<file path="config.mk">
export PLATFORM = sky130hd
export DESIGN_NAME = set_assoc_tlb_lru
export DESIGN_NICKNAME = d
export VERILOG_FILES = /design/src/rtl/core/satlb_pkg.sv /design/src/rtl/core/satlb_front.sv /design/src/rtl/core/satlb_queue.sv /design/src/rtl/core/satlb_back.sv /design/src/rtl/core/set_assoc_tlb_lru.sv
export SDC_FILE = /design/constraint.sdc
export NUM_CORES = 2
export LEC_CHECK = 0
export BUFFER_PORTS_ARGS = -buffer_cell sky130_fd_sc_hd__clkbuf_2
export CORE_MARGIN = 2
export CORE_UTILIZATION = 40
export CTS_BUF_LIST = sky130_fd_sc_hd__clkbuf_16
export DETAILED_ROUTE_END_ITERATION = 10
export RECOVER_POWER = 100
export SLEW_MARGIN = 20
export SYNTH_ARGS = -nofsm -noshare
export SYNTH_HDL_FRONTEND = slang
export SYNTH_SLANG_ARGS = --single-unit
export TNS_END_PERCENT = 1
</file>
<file path="constraint.sdc">
create_clock -name i_clk -period 19.75 [get_ports i_clk]
set_clock_uncertainty 0.05 [all_clocks]
set_input_delay 2.9625 -clock i_clk [delete_from_list [all_inputs] [get_ports i_clk]]
set_output_delay 2.9625 -clock i_clk [all_outputs]
set_load 0.005 [all_outputs]
</file>
<file path="src/rtl/core/satlb_pkg.sv">
package satlb_pkg;

    localparam int VPN_W       = 20;
    localparam int PPN_W       = 20;
    localparam int WAY_IDX_W   = 4;
    localparam int RECIP_SHIFT = 32;

    localparam int DEF_SETS    = 16;
    localparam int DEF_WAYS    = 4;

    localparam int QUEUE_DEPTH = 4;

    localparam logic OP_LOOKUP = 1'b0;
    localparam logic OP_FILL   = 1'b1;

    function automatic int idx_width(input int n);
        return (n > 1) ? $clog2(n) : 1;
    endfunction

endpackage

</file>
<file path="src/rtl/core/satlb_front.sv">
module satlb_front #(
    parameter int SETS = satlb_pkg::DEF_SETS
) (
    input  logic                        i_clk,
    input  logic                        i_rst_n,
    input  logic                        i_hold,
    input  logic                        i_in_valid,
    output logic                        o_in_stall,
    input  logic                        i_opcode,
    input  logic [satlb_pkg::VPN_W-1:0] i_vpn,
    input  logic                        i_write,
    input  logic [satlb_pkg::PPN_W-1:0] i_fill_ppn,
    input  logic                        i_pte_dirty,
    input  logic                        i_q_full,
    output logic                        o_push,
    output logic                        o_opcode,
    output logic                        o_write,
    output logic                        o_pte_dirty,
    output logic [satlb_pkg::PPN_W-1:0] o_fill_ppn,
    output logic [satlb_pkg::idx_width(SETS)-1:0] o_set,
    output logic [$clog2(((2**satlb_pkg::VPN_W)-1)/SETS+1)-1:0] o_tag
);

    localparam int VPN_W   = satlb_pkg::VPN_W;
    localparam int SHIFT   = satlb_pkg::RECIP_SHIFT;
    localparam int RECIP_W = SHIFT + 1;
    localparam int PROD_W  = VPN_W + RECIP_W;
    localparam int SET_W   = satlb_pkg::idx_width(SETS);
    localparam int TAG_W   = $clog2(((2**VPN_W)-1)/SETS+1);
    localparam logic [RECIP_W-1:0] RECIP = RECIP_W'((64'd1 << SHIFT) / SETS);
    localparam logic [VPN_W-1:0]   SETS_V = VPN_W'(SETS);

    logic                   r_valid;
    logic                   r_opcode;
    logic                   r_write;
    logic                   r_pte_dirty;
    logic [VPN_W-1:0]       r_vpn;
    logic [satlb_pkg::PPN_W-1:0] r_fill_ppn;
    logic [PROD_W-1:0]      r_prod;

    logic                   accept;
    logic [VPN_W-1:0]       quot_est;
    logic [VPN_W-1:0]       quot;
    logic [VPN_W-1:0]       rem_est;
    logic [VPN_W-1:0]       rem;

    assign o_in_stall = i_hold || (r_valid && i_q_full);
    assign accept     = i_in_valid && !o_in_stall;
    assign o_push     = r_valid && !i_q_full;

    // The reciprocal estimate of the quotient is at most one short.
    always_comb begin
        quot_est = r_prod[SHIFT +: VPN_W];
        rem_est  = r_vpn - VPN_W'(quot_est * SETS_V);
        if (rem_est >= SETS_V) begin
            rem  = rem_est - SETS_V;
            quot = quot_est + VPN_W'(1);
        end else begin
            rem  = rem_est;
            quot = quot_est;
        end
    end

    assign o_opcode    = r_opcode;
    assign o_write     = r_write;
    assign o_pte_dirty = r_pte_dirty;
    assign o_fill_ppn  = r_fill_ppn;
    assign o_set       = SET_W'(rem);
    assign o_tag       = TAG_W'(quot);

    always_ff @(posedge i_clk) begin
        if (!i_rst_n) begin
            r_valid <= 1'b0;
        end else if (accept) begin
            r_valid <= 1'b1;
        end else if (o_push) begin
            r_valid <= 1'b0;
        end
    end

    always_ff @(posedge i_clk) begin
        if (accept) begin
            r_opcode    <= i_opcode;
            r_write     <= i_write;
            r_pte_dirty <= i_pte_dirty;
            r_vpn       <= i_vpn;
            r_fill_ppn  <= i_fill_ppn;
            r_prod      <= PROD_W'(i_vpn * RECIP);
        end
    end

endmodule

</file>
<file path="src/rtl/core/satlb_queue.sv">
module satlb_queue #(
    parameter int WIDTH = 8,
    parameter int DEPTH = satlb_pkg::QUEUE_DEPTH
) (
    input  logic             i_clk,
    input  logic             i_rst_n,
    input  logic             i_push,
    input  logic [WIDTH-1:0] i_data,
    output logic             o_full,
    input  logic             i_pop,
    output logic             o_valid,
    output logic [WIDTH-1:0] o_data
);

    localparam int PTR_W = satlb_pkg::idx_width(DEPTH);
    localparam int CNT_W = $clog2(DEPTH + 1);

    logic [WIDTH-1:0] r_mem [DEPTH];
    logic [PTR_W-1:0] r_wr_ptr;
    logic [PTR_W-1:0] r_rd_ptr;
    logic [CNT_W-1:0] r_count;
    logic [CNT_W-1:0] n_count;

    assign o_full  = (r_count == CNT_W'(DEPTH));
    assign o_valid = (r_count != '0);
    assign o_data  = r_mem[r_rd_ptr];

    always_comb begin
        n_count = r_count;
        if (i_push && !(i_pop && o_valid)) begin
            n_count = r_count + CNT_W'(1);
        end else if (!i_push && i_pop && o_valid) begin
            n_count = r_count - CNT_W'(1);
        end
    end

    always_ff @(posedge i_clk) begin
        if (!i_rst_n) begin
            r_wr_ptr <= '0;
            r_rd_ptr <= '0;
            r_count  <= '0;
        end else begin
            r_count <= n_count;
            if (i_push) begin
                r_wr_ptr <= (r_wr_ptr == PTR_W'(DEPTH - 1)) ? '0 : r_wr_ptr + PTR_W'(1);
            end
            if (i_pop && o_valid) begin
                r_rd_ptr <= (r_rd_ptr == PTR_W'(DEPTH - 1)) ? '0 : r_rd_ptr + PTR_W'(1);
            end
        end
    end

    always_ff @(posedge i_clk) begin
        if (i_push) begin
            r_mem[r_wr_ptr] <= i_data;
        end
    end

endmodule

</file>
<file path="src/rtl/core/satlb_back.sv">
module satlb_back #(
    parameter int SETS = satlb_pkg::DEF_SETS,
    parameter int WAYS = satlb_pkg::DEF_WAYS
) (
    input  logic                        i_clk,
    input  logic                        i_rst_n,
    output logic                        o_clearing,
    input  logic                        i_q_valid,
    output logic                        o_pop,
    input  logic                        i_opcode,
    input  logic                        i_write,
    input  logic                        i_pte_dirty,
    input  logic [satlb_pkg::PPN_W-1:0] i_fill_ppn,
    input  logic [satlb_pkg::idx_width(SETS)-1:0] i_set,
    input  logic [$clog2(((2**satlb_pkg::VPN_W)-1)/SETS+1)-1:0] i_tag,
    output logic                        o_out_valid,
    input  logic                        i_out_stall,
    output logic                        o_hit,
    output logic [satlb_pkg::PPN_W-1:0] o_result_ppn,
    output logic                        o_dirty_out,
    output logic                        o_mark_pte_dirty,
    output logic                        o_replaced_valid,
    output logic [satlb_pkg::WAY_IDX_W-1:0] o_way_used
);

    localparam int PPN_W  = satlb_pkg::PPN_W;
    localparam int SET_W  = satlb_pkg::idx_width(SETS);
    localparam int TAG_W  = $clog2(((2**satlb_pkg::VPN_W)-1)/SETS+1);
    localparam int WAY_W  = satlb_pkg::idx_width(WAYS);
    localparam int RANK_W = satlb_pkg::idx_width(WAYS);
    localparam int ROW_W  = 2 + RANK_W + TAG_W + PPN_W;
    localparam logic [RANK_W-1:0] TOP_RANK = RANK_W'(WAYS - 1);

    localparam logic [1:0] ST_CLEAR = 2'd0;
    localparam logic [1:0] ST_IDLE  = 2'd1;
    localparam logic [1:0] ST_LOOK  = 2'd2;

    logic [1:0]       r_state;
    logic [1:0]       n_state;
    logic [SET_W-1:0] r_clr;

    logic             r_opcode;
    logic             r_write;
    logic             r_pte_dirty;
    logic [PPN_W-1:0] r_fill_ppn;
    logic [SET_W-1:0] r_set;
    logic [TAG_W-1:0] r_tag;

    logic             r_o_valid;
    logic             r_hit;
    logic [PPN_W-1:0] r_ppn;
    logic             r_dirty;
    logic             r_mark;
    logic             r_repl;
    logic [satlb_pkg::WAY_IDX_W-1:0] r_way;

    logic             rd_en;
    logic             wr_en;
    logic [SET_W-1:0] wr_addr;
    logic [ROW_W-1:0] rd_row [WAYS];
    logic [ROW_W-1:0] wr_row [WAYS];

    logic             rd_valid [WAYS];
    logic             rd_dirty [WAYS];
    logic [RANK_W-1:0] rd_rank [WAYS];
    logic [TAG_W-1:0] rd_tag   [WAYS];
    logic [PPN_W-1:0] rd_ppn   [WAYS];

    logic             found;
    logic             have_free;
    logic [WAY_W-1:0] hit_way;
    logic [WAY_W-1:0] free_way;
    logic [WAY_W-1:0] old_way;
    logic [WAY_W-1:0] sel_way;
    logic             is_fill;
    logic             new_fill;
    logic             touch;
    logic             out_free;
    logic             do_look;
    logic [RANK_W-1:0] sel_rank;
    logic [PPN_W-1:0] res_ppn;
    logic             res_dirty;

    assign o_clearing = (r_state == ST_CLEAR);
    assign o_pop      = (r_state == ST_IDLE) && i_q_valid;
    assign rd_en      = o_pop;
    assign out_free   = !r_o_valid || !i_out_stall;
    assign do_look    = (r_state == ST_LOOK) && out_free;

    for (genvar w = 0; w < WAYS; w++) begin : g_way
        logic [ROW_W-1:0] r_mem [SETS];
        logic [ROW_W-1:0] r_rd;

        always_ff @(posedge i_clk) begin
            if (wr_en) begin
                r_mem[wr_addr] <= wr_row[w];
            end
            if (rd_en) begin
                r_rd <= r_mem[i_set];
            end
        end

        assign rd_row[w] = r_rd;
        assign {rd_valid[w], rd_dirty[w], rd_rank[w], rd_tag[w], rd_ppn[w]} = r_rd;
    end

    // Way selection: first matching way, else lowest empty way, else the oldest.
    always_comb begin
        found     = 1'b0;
        have_free = 1'b0;
        hit_way   = '0;
        free_way  = '0;
        old_way   = '0;
        for (int w = WAYS - 1; w >= 0; w--) begin
            if (rd_valid[w] && rd_tag[w] == r_tag) begin
                found   = 1'b1;
                hit_way = WAY_W'(w);
            end
            if (!rd_valid[w]) begin
                have_free = 1'b1;
                free_way  = WAY_W'(w);
            end
            if (rd_rank[w] == '0) begin
                old_way = WAY_W'(w);
            end
        end
    end

    always_comb begin
        is_fill  = (r_opcode == satlb_pkg::OP_FILL);
        new_fill = is_fill && !found;
        touch    = found || is_fill;
        if (found) begin
            sel_way = hit_way;
        end else if (have_free) begin
            sel_way = free_way;
        end else begin
            sel_way = old_way;
        end
        sel_rank = rd_rank[sel_way];
        if (found) begin
            res_ppn   = rd_ppn[hit_way];
            res_dirty = rd_dirty[hit_way] | (is_fill & r_write);
        end else begin
            res_ppn   = r_fill_ppn;
            res_dirty = r_write | r_pte_dirty;
        end
    end

    always_comb begin
        wr_en   = 1'b0;
        wr_addr = r_set;
        for (int w = 0; w < WAYS; w++) begin
            wr_row[w] = rd_row[w];
        end
        if (r_state == ST_CLEAR) begin
            wr_en   = 1'b1;
            wr_addr = r_clr;
            for (int w = 0; w < WAYS; w++) begin
                wr_row[w] = '0;
            end
        end else if (do_look && touch) begin
            wr_en = 1'b1;
            for (int w = 0; w < WAYS; w++) begin
                if (WAY_W'(w) == sel_way) begin
                    if (found) begin
                        wr_row[w] = {1'b1, res_dirty, TOP_RANK, rd_tag[w], rd_ppn[w]};
                    end else begin
                        wr_row[w] = {1'b1, res_dirty, TOP_RANK, r_tag, r_fill_ppn};
                    end
                end else if (rd_rank[w] > sel_rank) begin
                    wr_row[w] = {rd_valid[w], rd_dirty[w], rd_rank[w] - RANK_W'(1),
                                 rd_tag[w], rd_ppn[w]};
                end
            end
        end
    end

    always_comb begin
        n_state = r_state;
        case (r_state)
            ST_CLEAR: begin
                if (r_clr == SET_W'(SETS - 1)) begin
                    n_state = ST_IDLE;
                end
            end
            ST_IDLE: begin
                if (i_q_valid) begin
                    n_state = ST_LOOK;
                end
            end
            ST_LOOK: begin
                if (out_free) begin
                    n_state = ST_IDLE;
                end
            end
            default: begin
                n_state = ST_CLEAR;
            end
        endcase
    end

    always_ff @(posedge i_clk) begin
        if (!i_rst_n) begin
            r_state   <= ST_CLEAR;
            r_clr     <= '0;
            r_o_valid <= 1'b0;
        end else begin
            r_state <= n_state;
            if (r_state == ST_CLEAR) begin
                r_clr <= r_clr + SET_W'(1);
            end
            if (do_look) begin
                r_o_valid <= 1'b1;
            end else if (!i_out_stall) begin
                r_o_valid <= 1'b0;
            end
        end
    end

    always_ff @(posedge i_clk) begin
        if (o_pop) begin
            r_opcode    <= i_opcode;
            r_write     <= i_write;
            r_pte_dirty <= i_pte_dirty;
            r_fill_ppn  <= i_fill_ppn;
            r_set       <= i_set;
            r_tag       <= i_tag;
        end
        if (do_look) begin
            r_hit  <= found;
            r_ppn  <= touch ? res_ppn : '0;
            r_dirty <= touch ? res_dirty : 1'b0;
            r_mark <= new_fill && r_write && !r_pte_dirty;
            r_repl <= new_fill && !have_free;
            r_way  <= touch ? satlb_pkg::WAY_IDX_W'(sel_way) : '0;
        end
    end

    assign o_out_valid      = r_o_valid;
    assign o_hit            = r_hit;
    assign o_result_ppn     = r_ppn;
    assign o_dirty_out      = r_dirty;
    assign o_mark_pte_dirty = r_mark;
    assign o_replaced_valid = r_repl;
    assign o_way_used       = r_way;

endmodule

</file>
<file path="src/rtl/core/set_assoc_tlb_lru.sv">
// Set-associative TLB with LRU replacement. Each beat is a lookup or a fill; every beat
// gives exactly one result beat, in order. After reset the block holds o_in_stall high
// while it clears its way memories. A beat is then split into set and tag in the front
// stage and passes a four-entry queue to the back end, which reads the set from the way
// memories when it pops the beat and compares, updates recency and writes back in its
// look state; the back end takes no new beat until that read-then-write of the set memory
// is done, and this sets the rate. An accepted beat is registered in the front stage,
// written into the queue, read from the way memories and registered at the output.
module set_assoc_tlb_lru #(
    parameter int SETS = satlb_pkg::DEF_SETS,
    parameter int WAYS = satlb_pkg::DEF_WAYS
) (
    input  logic                        i_clk,
    input  logic                        i_rst_n,
    input  logic                        i_in_valid,
    output logic                        o_in_stall,
    input  logic                        i_opcode,
    input  logic [satlb_pkg::VPN_W-1:0] i_vpn,
    input  logic                        i_write,
    input  logic [satlb_pkg::PPN_W-1:0] i_fill_ppn,
    input  logic                        i_pte_dirty,
    output logic                        o_out_valid,
    input  logic                        i_out_stall,
    output logic                        o_hit,
    output logic [satlb_pkg::PPN_W-1:0] o_result_ppn,
    output logic                        o_dirty_out,
    output logic                        o_mark_pte_dirty,
    output logic                        o_replaced_valid,
    output logic [satlb_pkg::WAY_IDX_W-1:0] o_way_used
);

    localparam int PPN_W = satlb_pkg::PPN_W;
    localparam int SET_W = satlb_pkg::idx_width(SETS);
    localparam int TAG_W = $clog2(((2**satlb_pkg::VPN_W)-1)/SETS+1);
    localparam int Q_W   = 3 + PPN_W + SET_W + TAG_W;

    logic             clearing;
    logic             q_full;
    logic             q_valid;
    logic             push;
    logic             pop;
    logic [Q_W-1:0]   q_in;
    logic [Q_W-1:0]   q_out;

    logic             f_opcode;
    logic             f_write;
    logic             f_pte_dirty;
    logic [PPN_W-1:0] f_fill_ppn;
    logic [SET_W-1:0] f_set;
    logic [TAG_W-1:0] f_tag;

    logic             b_opcode;
    logic             b_write;
    logic             b_pte_dirty;
    logic [PPN_W-1:0] b_fill_ppn;
    logic [SET_W-1:0] b_set;
    logic [TAG_W-1:0] b_tag;

    satlb_front #(.SETS(SETS)) u_front (
        .i_clk       (i_clk),
        .i_rst_n     (i_rst_n),
        .i_hold      (clearing),
        .i_in_valid  (i_in_valid),
        .o_in_stall  (o_in_stall),
        .i_opcode    (i_opcode),
        .i_vpn       (i_vpn),
        .i_write     (i_write),
        .i_fill_ppn  (i_fill_ppn),
        .i_pte_dirty (i_pte_dirty),
        .i_q_full    (q_full),
        .o_push      (push),
        .o_opcode    (f_opcode),
        .o_write     (f_write),
        .o_pte_dirty (f_pte_dirty),
        .o_fill_ppn  (f_fill_ppn),
        .o_set       (f_set),
        .o_tag       (f_tag)
    );

    assign q_in = {f_opcode, f_write, f_pte_dirty, f_fill_ppn, f_set, f_tag};

    satlb_queue #(.WIDTH(Q_W), .DEPTH(satlb_pkg::QUEUE_DEPTH)) u_queue (
        .i_clk   (i_clk),
        .i_rst_n (i_rst_n),
        .i_push  (push),
        .i_data  (q_in),
        .o_full  (q_full),
        .i_pop   (pop),
        .o_valid (q_valid),
        .o_data  (q_out)
    );

    assign {b_opcode, b_write, b_pte_dirty, b_fill_ppn, b_set, b_tag} = q_out;

    satlb_back #(.SETS(SETS), .WAYS(WAYS)) u_back (
        .i_clk            (i_clk),
        .i_rst_n          (i_rst_n),
        .o_clearing       (clearing),
        .i_q_valid        (q_valid),
        .o_pop            (pop),
        .i_opcode         (b_opcode),
        .i_write          (b_write),
        .i_pte_dirty      (b_pte_dirty),
        .i_fill_ppn       (b_fill_ppn),
        .i_set            (b_set),
        .i_tag            (b_tag),
        .o_out_valid      (o_out_valid),
        .i_out_stall      (i_out_stall),
        .o_hit            (o_hit),
        .o_result_ppn     (o_result_ppn),
        .o_dirty_out      (o_dirty_out),
        .o_mark_pte_dirty (o_mark_pte_dirty),
        .o_replaced_valid (o_replaced_valid),
        .o_way_used       (o_way_used)
    );

endmodule

</file>
# After elaboration in Yosys (flattened, before gate mapping)
# Memory sizes are Yosys's and may differ from the RTL's. A register that Yosys moved wholly into a read port is not among the register bits.
# Index checks and enable logic that the tools add are counted.
classes:
  add_sub_neg: 12
  n_div: 0
  n_mul: 0
  n_eq_ne: 17
  n_lt_le_gt_ge: 7
  n_shift: 0
  n_bitwise: 5
  n_mux: 70
  n_reduce_logical: 40
op_table:
  columns: ["operator", "n"]
  rows:
  - ["2-to-1 mux 160 bit", 2]
  - ["2-to-1 mux 40 bit", 4]
  - ["2-to-1 mux 38 bit", 4]
  - ["2-to-1 mux 36 bit", 4]
  - ["== test 16 bit", 4]
  - ["2-to-1 mux 20 bit", 3]
  - ["2-to-1 mux 2 bit", 23]
  - ["binary-select mux 20 bit (select 2 bit)", 1]
  - ["2-to-1 mux 1 bit", 21]
  - ["greater-or-equal comparator 20 x 5 -> 1 bit (second input constant)", 1]
  - ["subtractor 20 bit", 1]
  - ["logical AND 1 bit", 18]
  - ["adder 16 x 1 -> 16 bit (second input constant)", 1]
  - ["2-to-1 mux 16 bit", 1]
  - ["zero test 2 bit", 6]
  - ["zero test 1 bit", 9]
  - ["greater-than comparator 2 bit", 4]
  - ["2-to-1 mux 4 bit", 2]
  - ["inequality test 2 x 1 -> 1 bit (second input constant)", 4]
  - ["subtractor 2 x 1 -> 2 bit (second input constant)", 4]
  - ["== test 2 bit (second input constant)", 3]
  - ["greater-or-equal comparator 3 bit (second input constant)", 2]
  - ["2-to-1 mux 3 bit", 2]
  - ["NOT 2 -> 3 bit", 2]
  - ["other kinds (19)", 25]
totals:
  romBits: 0
  wordCells: 181
  latch_bits: 0
  input_bits: 47
  regBits: 129
  out_inout_bits: 30
  mem_count: 5
  ram_bits: 2732
memory_table:
  columns: ["memory", "depth", "width", "read_ports", "rd_clocked_by_memory_dff", "write_ports", "line", "text"]
  rows:
  - ["u_back.g_way[0].r_mem", 16, 40, 1, 1, 1, "satlb_back.sv:91", "logic [ROW_W-1:0] r_mem [SETS];"]
  - ["u_back.g_way[1].r_mem", 16, 40, 1, 1, 1, "satlb_back.sv:91", null]
  - ["u_back.g_way[2].r_mem", 16, 40, 1, 1, 1, "satlb_back.sv:91", null]
  - ["u_back.g_way[3].r_mem", 16, 40, 1, 1, 1, "satlb_back.sv:91", null]
  - ["u_queue.r_mem", 4, 43, 1, 1, 1, "satlb_queue.sv:18", "logic [WIDTH-1:0] r_mem [DEPTH];"]

# Logic depth before layout (Yosys ltp)
logic_depth:
  depth_word: 16
  mapped_depth: 20
  mapped_depth_nobuf: 17

# Cells and area by module
# A second synthesis with hierarchy kept.
unflattened:
  hier_cells: 5107
  area_unflattened_um2: 116105.1
by_module_without_submodules:
  columns: ["module", "cells_per_inst", "instances", "area_per_inst_um2", "seq_area_each_um2"]
  rows:
  - ["satlb_back", 4773, 1, 107992.3, 83890.5]
  - ["satlb_queue", 284, 1, 6755.2, 5345.1]
  - ["satlb_front", 50, 1, 1357.6, 1311.3]

# Least setup slack after synthesis
# OpenSTA, ideal clock, no wires.
synth_path:
  kind: "register to register"
  from: "register u_queue.r_count[0]"
  to: "register u_queue.r_count[2]"
  setup_ns: 0.115
  t_arrival_ns: 17.160
  stages_incl_launch_ff: 8
  synth_period_minus_slack_ns: 17.325
  n_path_buf: 0
  t_required_ns: 19.585
  path_slack_ns: 2.425
  cell_sequence: "dfxtp_1 > nor3_1 > nor3b_1 > nand2b_1 > fa_1 > mux2i_1 > xor2_1 > and2_1"
synth_between:
  elab_cells_between_ends: 16
  cone_classes: "add/sub (2); eq/ne (1); mux (2); reduce/logical (11)"
synth_lines:
  columns: ["item", "line", "text"]
  rows:
  - ["from (decl)", "satlb_queue.sv:21", "logic [CNT_W-1:0] r_count;"]
  - ["from (signal assigned)", "satlb_queue.sv:43", "r_count <= n_count;"]
  - ["nonzero test 3 bit *", "satlb_queue.sv:25", "assign o_valid = (r_count != '0);"]
  - ["logical AND 1 bit *", "satlb_back.sv:85", "assign o_pop = (r_state == ST_IDLE) && i_q_valid;"]
  - ["named net pop", "set_assoc_tlb_lru.sv:41", "logic pop;"]
  - ["logical AND 1 bit", "satlb_queue.sv:30", "if (i_push && !(i_pop && o_valid)) begin"]
  - ["zero test 1 bit", "satlb_queue.sv:30", null]
  - ["logical AND 1 bit", "satlb_queue.sv:30", null]
  - ["2-to-1 mux 3 bit or nonzero test 2 bit (tied branches)", null, null]
# Mark *: on every way through the listed nets, which the timed path passes. The rest lies on a longest branch. The select of a mux whose other input is x is not followed.
# A chain may end at the register's enable or synchronous reset.

# Worst setup path after layout
layout_path:
  from: "register u_back.r_tag[10]"
  to: "memory u_back.g_way[3].r_mem[15][13] (netlist name) (enable)"
layout_between:
  elab_chain_len: 12
  elab_cells_between_ends: 18
  cone_classes: "eq/ne (4); mux (8); reduce/logical (6)"
layout_lines:
  columns: ["item", "line", "text"]
  rows:
  - ["from (decl)", "satlb_back.sv:47", "logic [TAG_W-1:0] r_tag;"]
  - ["from (signal assigned)", "satlb_back.sv:228", "r_tag <= i_tag;"]
  - ["== test 16 bit", "satlb_back.sv:115", "if (rd_valid[w] && rd_tag[w] == r_tag) begin"]
  - ["logical AND 1 bit", "satlb_back.sv:115", null]
  - ["2-to-1 mux 1 bit (3 in series)", "satlb_back.sv:115", null]
  - ["2-to-1 mux 1 bit *", "satlb_back.sv:115", null]
  - ["logical OR 1 bit *", "satlb_back.sv:132", "touch = found || is_fill;"]
  - ["logical AND 1 bit *", "satlb_back.sv:162", "end else if (do_look && touch) begin"]
  - ["2-to-1 mux 1 bit *", "satlb_back.sv:162", null]
  - ["2-to-1 mux 1 bit *", "satlb_back.sv:156", "if (r_state == ST_CLEAR) begin"]
  - ["2-to-1 mux 1 bit *", "satlb_back.sv:95", "if (wr_en) begin"]
  - ["2-to-1 mux 1 bit (implied by the code) *", "satlb_back.sv:96", "r_mem[wr_addr] <= wr_row[w];"]
  - ["to (decl)", "satlb_back.sv:91", null]
# Mark *: on every way between the ends. The rest lies on a longest branch, timed or not.

==> results_tabular.tex <==
\begin{tabular}{lr}
\hline
Metric & Value \\
\hline
\multicolumn{2}{l}{\textbf{Setup path}} \\
\quad Worst path arrival time & 13.65 ns \\
\quad Cell count of the worst reg-to-reg path & 10 \\
\quad Worst setup path end & u\_back.g\_way[3].r\_mem[15][13] \\
\quad Number of buffers and inverters on the critical path & 2 \\
\quad Critical Path Stages & 10 \\
\quad Endpoint kind of the worst setup timing path & flop \\
\quad Start-to-end type of the worst setup path & flop to flop \\
\quad Crit-path cells & xor2\_1 > or4\_1 > nor2\_1 > nor4b\_1 > nor4\_2 > clkbuf\_1 > a21oi\_1 > a31oi\_1 > nor2\_1 > clkbuf\_1 \\
\quad Timing startpoint of the critical path & u\_back.r\_tag[10] \\
\quad Maximum fanout along the worst path & 103 \\
\quad Library cell contributing the largest single delay on the critical path & sky130\_fd\_sc\_hd\_\_clkbuf\_1 \\
\quad Flop2flop setup slack & 6.21 ns \\
\quad Largest stage delay on the critical path & 6.64 ns \\
\quad End of the worst register-to-register path & u\_back.g\_way[3].r\_mem[15][13] \\
\quad Kind of cell adding the most delay to the critical path & buffers and inverters \\
\quad Startpoint class of the critical path & flop \\
\quad Worst Path Required & 19.86 ns \\
\quad Launch point of the worst reg-to-reg path & u\_back.r\_tag[10] \\
\multicolumn{2}{l}{\textbf{Clock tree}} \\
\quad Clock-pin slew on the worst setup and hold paths & 0.06 ns \\
\quad Num Clock Sinks & 3021 \\
\quad Count of hold-fix buffers inserted at cts & 0 \\
\quad Latest clock arrival within the worst-skew pair & 0.89 ns \\
\quad Maximum buffer depth of the clock tree & 4 \\
\quad Total clock buffers created by CTS & 309 \\
\quad Setup bufs post-CTS & 0 \\
\quad Gates resized, CTS repair & 0 \\
\quad H-tree levels & 5 \\
\quad Clock tree from TritonCTS & built \\
\quad Clock root buffer & sky130\_fd\_sc\_hd\_\_clkbuf\_16 \\
\multicolumn{2}{l}{\textbf{STA}} \\
\quad Aggregate negative setup slack & 0 ns \\
\quad Setup violators final & 0 \\
\quad Unrepaired setup endpoints after global routing & false \\
\quad Actual transition at the worst max-transition pin & 9.50 ns \\
\quad Highest clock frequency the design can meet & 0.0739 GHz \\
\quad Max-slew headroom at the worst pin & -5.34 \\
\quad Clock period minus final worst setup slack & 13.54 ns \\
\quad Final period utilization & 0.685 \\
\quad Final hold vios & 0 \\
\quad Number of max-slew violations in the final report & 3004 \\
\multicolumn{2}{l}{\textbf{Routing}} \\
\quad Routed wire per std cell & 30.3 µm \\
\quad Ratio of routed vias to standard cells & 5.73 \\
\quad Detailed-route DRC error count & 0 \\
\quad Number of iterations in the first detailed-routing pass & 5 \\
\quad Final ANT Viol Nets & 0 \\
\quad Via count & 53100 \\
\quad Post-Route WL & 281000 µm \\
\quad Number of design-rule violations left by the first detailed-router iteration & 5557 \\
\multicolumn{2}{l}{\textbf{Logic synthesis}} \\
\quad Multiplexer area fraction after synthesis & 0.173 \\
\quad Simple-gate portion of the synthesized area & 0.0168 \\
\quad Compound-Gate Fraction of Synth Area & 0.0118 \\
\quad Asr flop ratio synth & 0 \\
\quad Synthesized instance count & 4984 \\
\quad Adder-cell area share of the yosys netlist & 0.00168 \\
\quad Average instance area after synthesis & 23.2 µm² \\
\quad Post-synth design cell area & 0.116 mm² \\
\quad EDFF count, synth & 3004 \\
\quad Combinational family with the most area after synthesis & multiplexers \\
\quad Number of distinct library cell variants in the gate-level netlist after synthesis & 77 \\
\quad Total of warnings raised by yosys & 0 \\
\quad Sequential fraction of the synthesis area & 0.781 \\
\quad Xor-xnor portion of the synthesized cell area & 0.00522 \\
\quad Count of state elements after synthesis & 3021 \\
\quad Ys flop type & sky130\_fd\_sc\_hd\_\_edfxtp\_1 \\
\multicolumn{2}{l}{\textbf{Finish}} \\
\quad Util after Layout & 0.453 \\
\quad Nets & 5299 \\
\quad Synthesis-to-layout area growth & 12.6\% \\
\quad Final-layout fill cell count & 23800 \\
\quad Layout cells sized above 1 & 0.256 \\
\multicolumn{2}{l}{\textbf{Global routing}} \\
\quad Initial antenna violation count & 5 \\
\quad Maximum number of pins on one net before global-route repair & 110 \\
\quad First-pass GRT wire length & 401000 µm \\
\quad Met1 track demand over resource in global routing & 0.254 \\
\quad Top Usage Layer GRT & met2 \\
\quad Vias in the first global route & 54900 \\
\quad Overall global routing resource usage & 0.190 \\
\quad Gr ovfl total & 0 \\
\quad Global-route met2 utilization & 0.311 \\
\quad Global routing met3 resource utilization & 0.0384 \\
\multicolumn{2}{l}{\textbf{Die}} \\
\quad Die Outline Area & 0.294 mm² \\
\quad Initial core utilization & 0.402 \\
\quad Core Area & 0.288 mm² \\
\quad Horizontal die dimension & 542 µm \\
\quad Io pins & 77 \\
\quad Die height & 542 µm \\
\quad Row count & 197 \\
\multicolumn{2}{l}{\textbf{Place}} \\
\quad Final weighted congestion in routability-driven placement & 0.783 \\
\quad Placed wire-length estimate & 147000 µm \\
\quad Port-buffer cells & 74 \\
\multicolumn{2}{l}{\textbf{Run status}} \\
\quad Violated checks & max-capacitance violations, max-slew violations \\
\quad Status & finished with violations \\
\multicolumn{2}{l}{\textbf{Power}} \\
\quad Total leakage power & 44.6 nW \\
\quad Total power per unit cell area & 98.9 mW/mm² \\
\quad Highest ir drop seen on vdd & 0.0772 mV \\
\quad Total power & 12.9 mW \\
\multicolumn{2}{l}{\textbf{Run}} \\
\quad Number of max-capacitance violations reported & 87 \\
\multicolumn{2}{l}{\textbf{Min path}} \\
\quad Hold Crit Class & flop to flop \\
\hline
\end{tabular}
-- layout make-up --
type                            instances  area, µm²  share of cell area
Antenna cell                            1       2.50           0.0000192
Inverter                               18       67.6            0.000518
Sequential cell                      3021      90500               0.694
Tap cell                             3781       4730              0.0363
Clock inverter                        240       1880              0.0144
Clock buffer                          313       7830              0.0601
Timing Repair Buffer                  208       1140             0.00871
Multi-Input combinational cell       1679      24200               0.186
-- per-layer routing --
layer / part of all wire / up-vias
li1: - / 21700
met1: 0.41 / 29200
met2: 0.49 / 1868
met3: 0.070 / 407
met4: 0.034 / 0
met5: 0 / -
-- how the worst min path moves through the flow --
stage | slack [ns] | cells past startpoint | startpoint | end
detailed placement | 0.44 | 0 | u_front.o_fill_ppn[10] | u_queue.r_mem[2][30]
finish | 0.45 | 0 | u_front.o_fill_ppn[5] | u_queue.r_mem[2][25]
global placement | 0.42 | 0 | u_front.r_vpn[4] | u_queue.r_mem[2][0]
floorplan | 0.41 | 0 | u_front.r_vpn[4] | u_queue.r_mem[0][0]
global route | 0.46 | 0 | u_front.o_fill_ppn[19] | u_queue.r_mem[3][39]
CTS | 0.45 | 0 | u_front.o_fill_ppn[19] | u_queue.r_mem[3][39]
-- sequential cells by signal, indices dropped and copies added, names as in the netlist, 2 cells and up, named ones only --
register	count
u_back.o_result_ppn	20
u_back.g_way.r_mem	2560
u_queue.r_wr_ptr	2
u_front.o_fill_ppn	20
u_back.r_set	4
u_back.r_fill_ppn	20
u_back.g_way.r_rd	160
u_back.r_tag	16
u_back.r_state	2
u_queue.r_count	3
u_queue.r_mem	172
u_back.o_way_used	2
u_back.r_clr	4
u_queue.r_rd_ptr	2
u_front.r_vpn	20
-- metrics by stage --
stage                     hold slack [ns]  cells  cell area, µm²  setup slack [ns]
after floorplan                     0.409   4985          116000              2.42
after global placement              0.417   8701          121000             10.38
after detailed placement            0.439   8703          121000             10.63
after CTS                           0.448   9256          131000             11.52
after global routing                0.459   9261          130000              5.75
final                               0.448   9261          130000              6.21
-- kinds of logic after synthesis --
kind of cell             count (synthesis)
AO/OA/AOI/OAI                          218
AND/OR/NAND/NOR                        427
flip-flops                            3021
XOR/XNOR                                69
other                                    1
multiplexers                           948
buffers and inverters                  285
adder cells (fa/ha/maj)                 15
-- cell usage in the layout, fill, tap and decap left out, drive strengths merged, types with 34 or more instances in the layout --
cell,instances
nor2,134
nand2,177
buf,55
clkinv,136
o21ai,34
xnor2,44
mux2i,103
mux4,843
a21oi,107
clkbuf,466
inv,87
edfxtp,3004
-- where the power goes --
part	switching (mW)	internal, mW	leakage, nW
clock	2.43	3.20	4.98
sequential	0.0226	7.08	31.2
combinational	0.118	0.0534	8.43
-- Yosys cell counts (all sizes together), types with 3 or more instances --
cell    instances  area, µm²
ha             14        175
a32oi           4       35.0
nor4           13        109
or2             5       31.3
a21boi          4       30.0
a31oi          10       62.6
nor3           12       65.1
nand3b          3       22.5
nor2          134        503
a211oi          6       50.1
o21ai          34        170
nor2b           4       25.0
xor2           25        219
inv            15       56.3
buf            97        470
mux2i         103       1030
nand3          13       65.1
nor3b           4       30.0
nor4b           3       26.3
a21oi         107        551
clkbuf        170        638
mux4          843      19000
o31a            4       36.3
nand4          17        106
dfxtp          17        340
a22o           20        175
edfxtp       3004      90200
clkinv          3       11.3
nand2         177        664
xnor2          44        385
nand2b          6       37.5
and2           10       62.6
or4            10       75.1
and3            9       56.3
-- worst register-to-register path: cells and delay by family (launching register included) --
kind	cells	cell delay (ns)
buffers and inverters	2	6.97
xor gates and xnor gates	1	0.24
DFF	1	0.81
AOI/OAI and AO/OA	2	1.24
and+or+nand+nor	5	3.34
No activity file was read; power rests on OpenSTA's default activity.
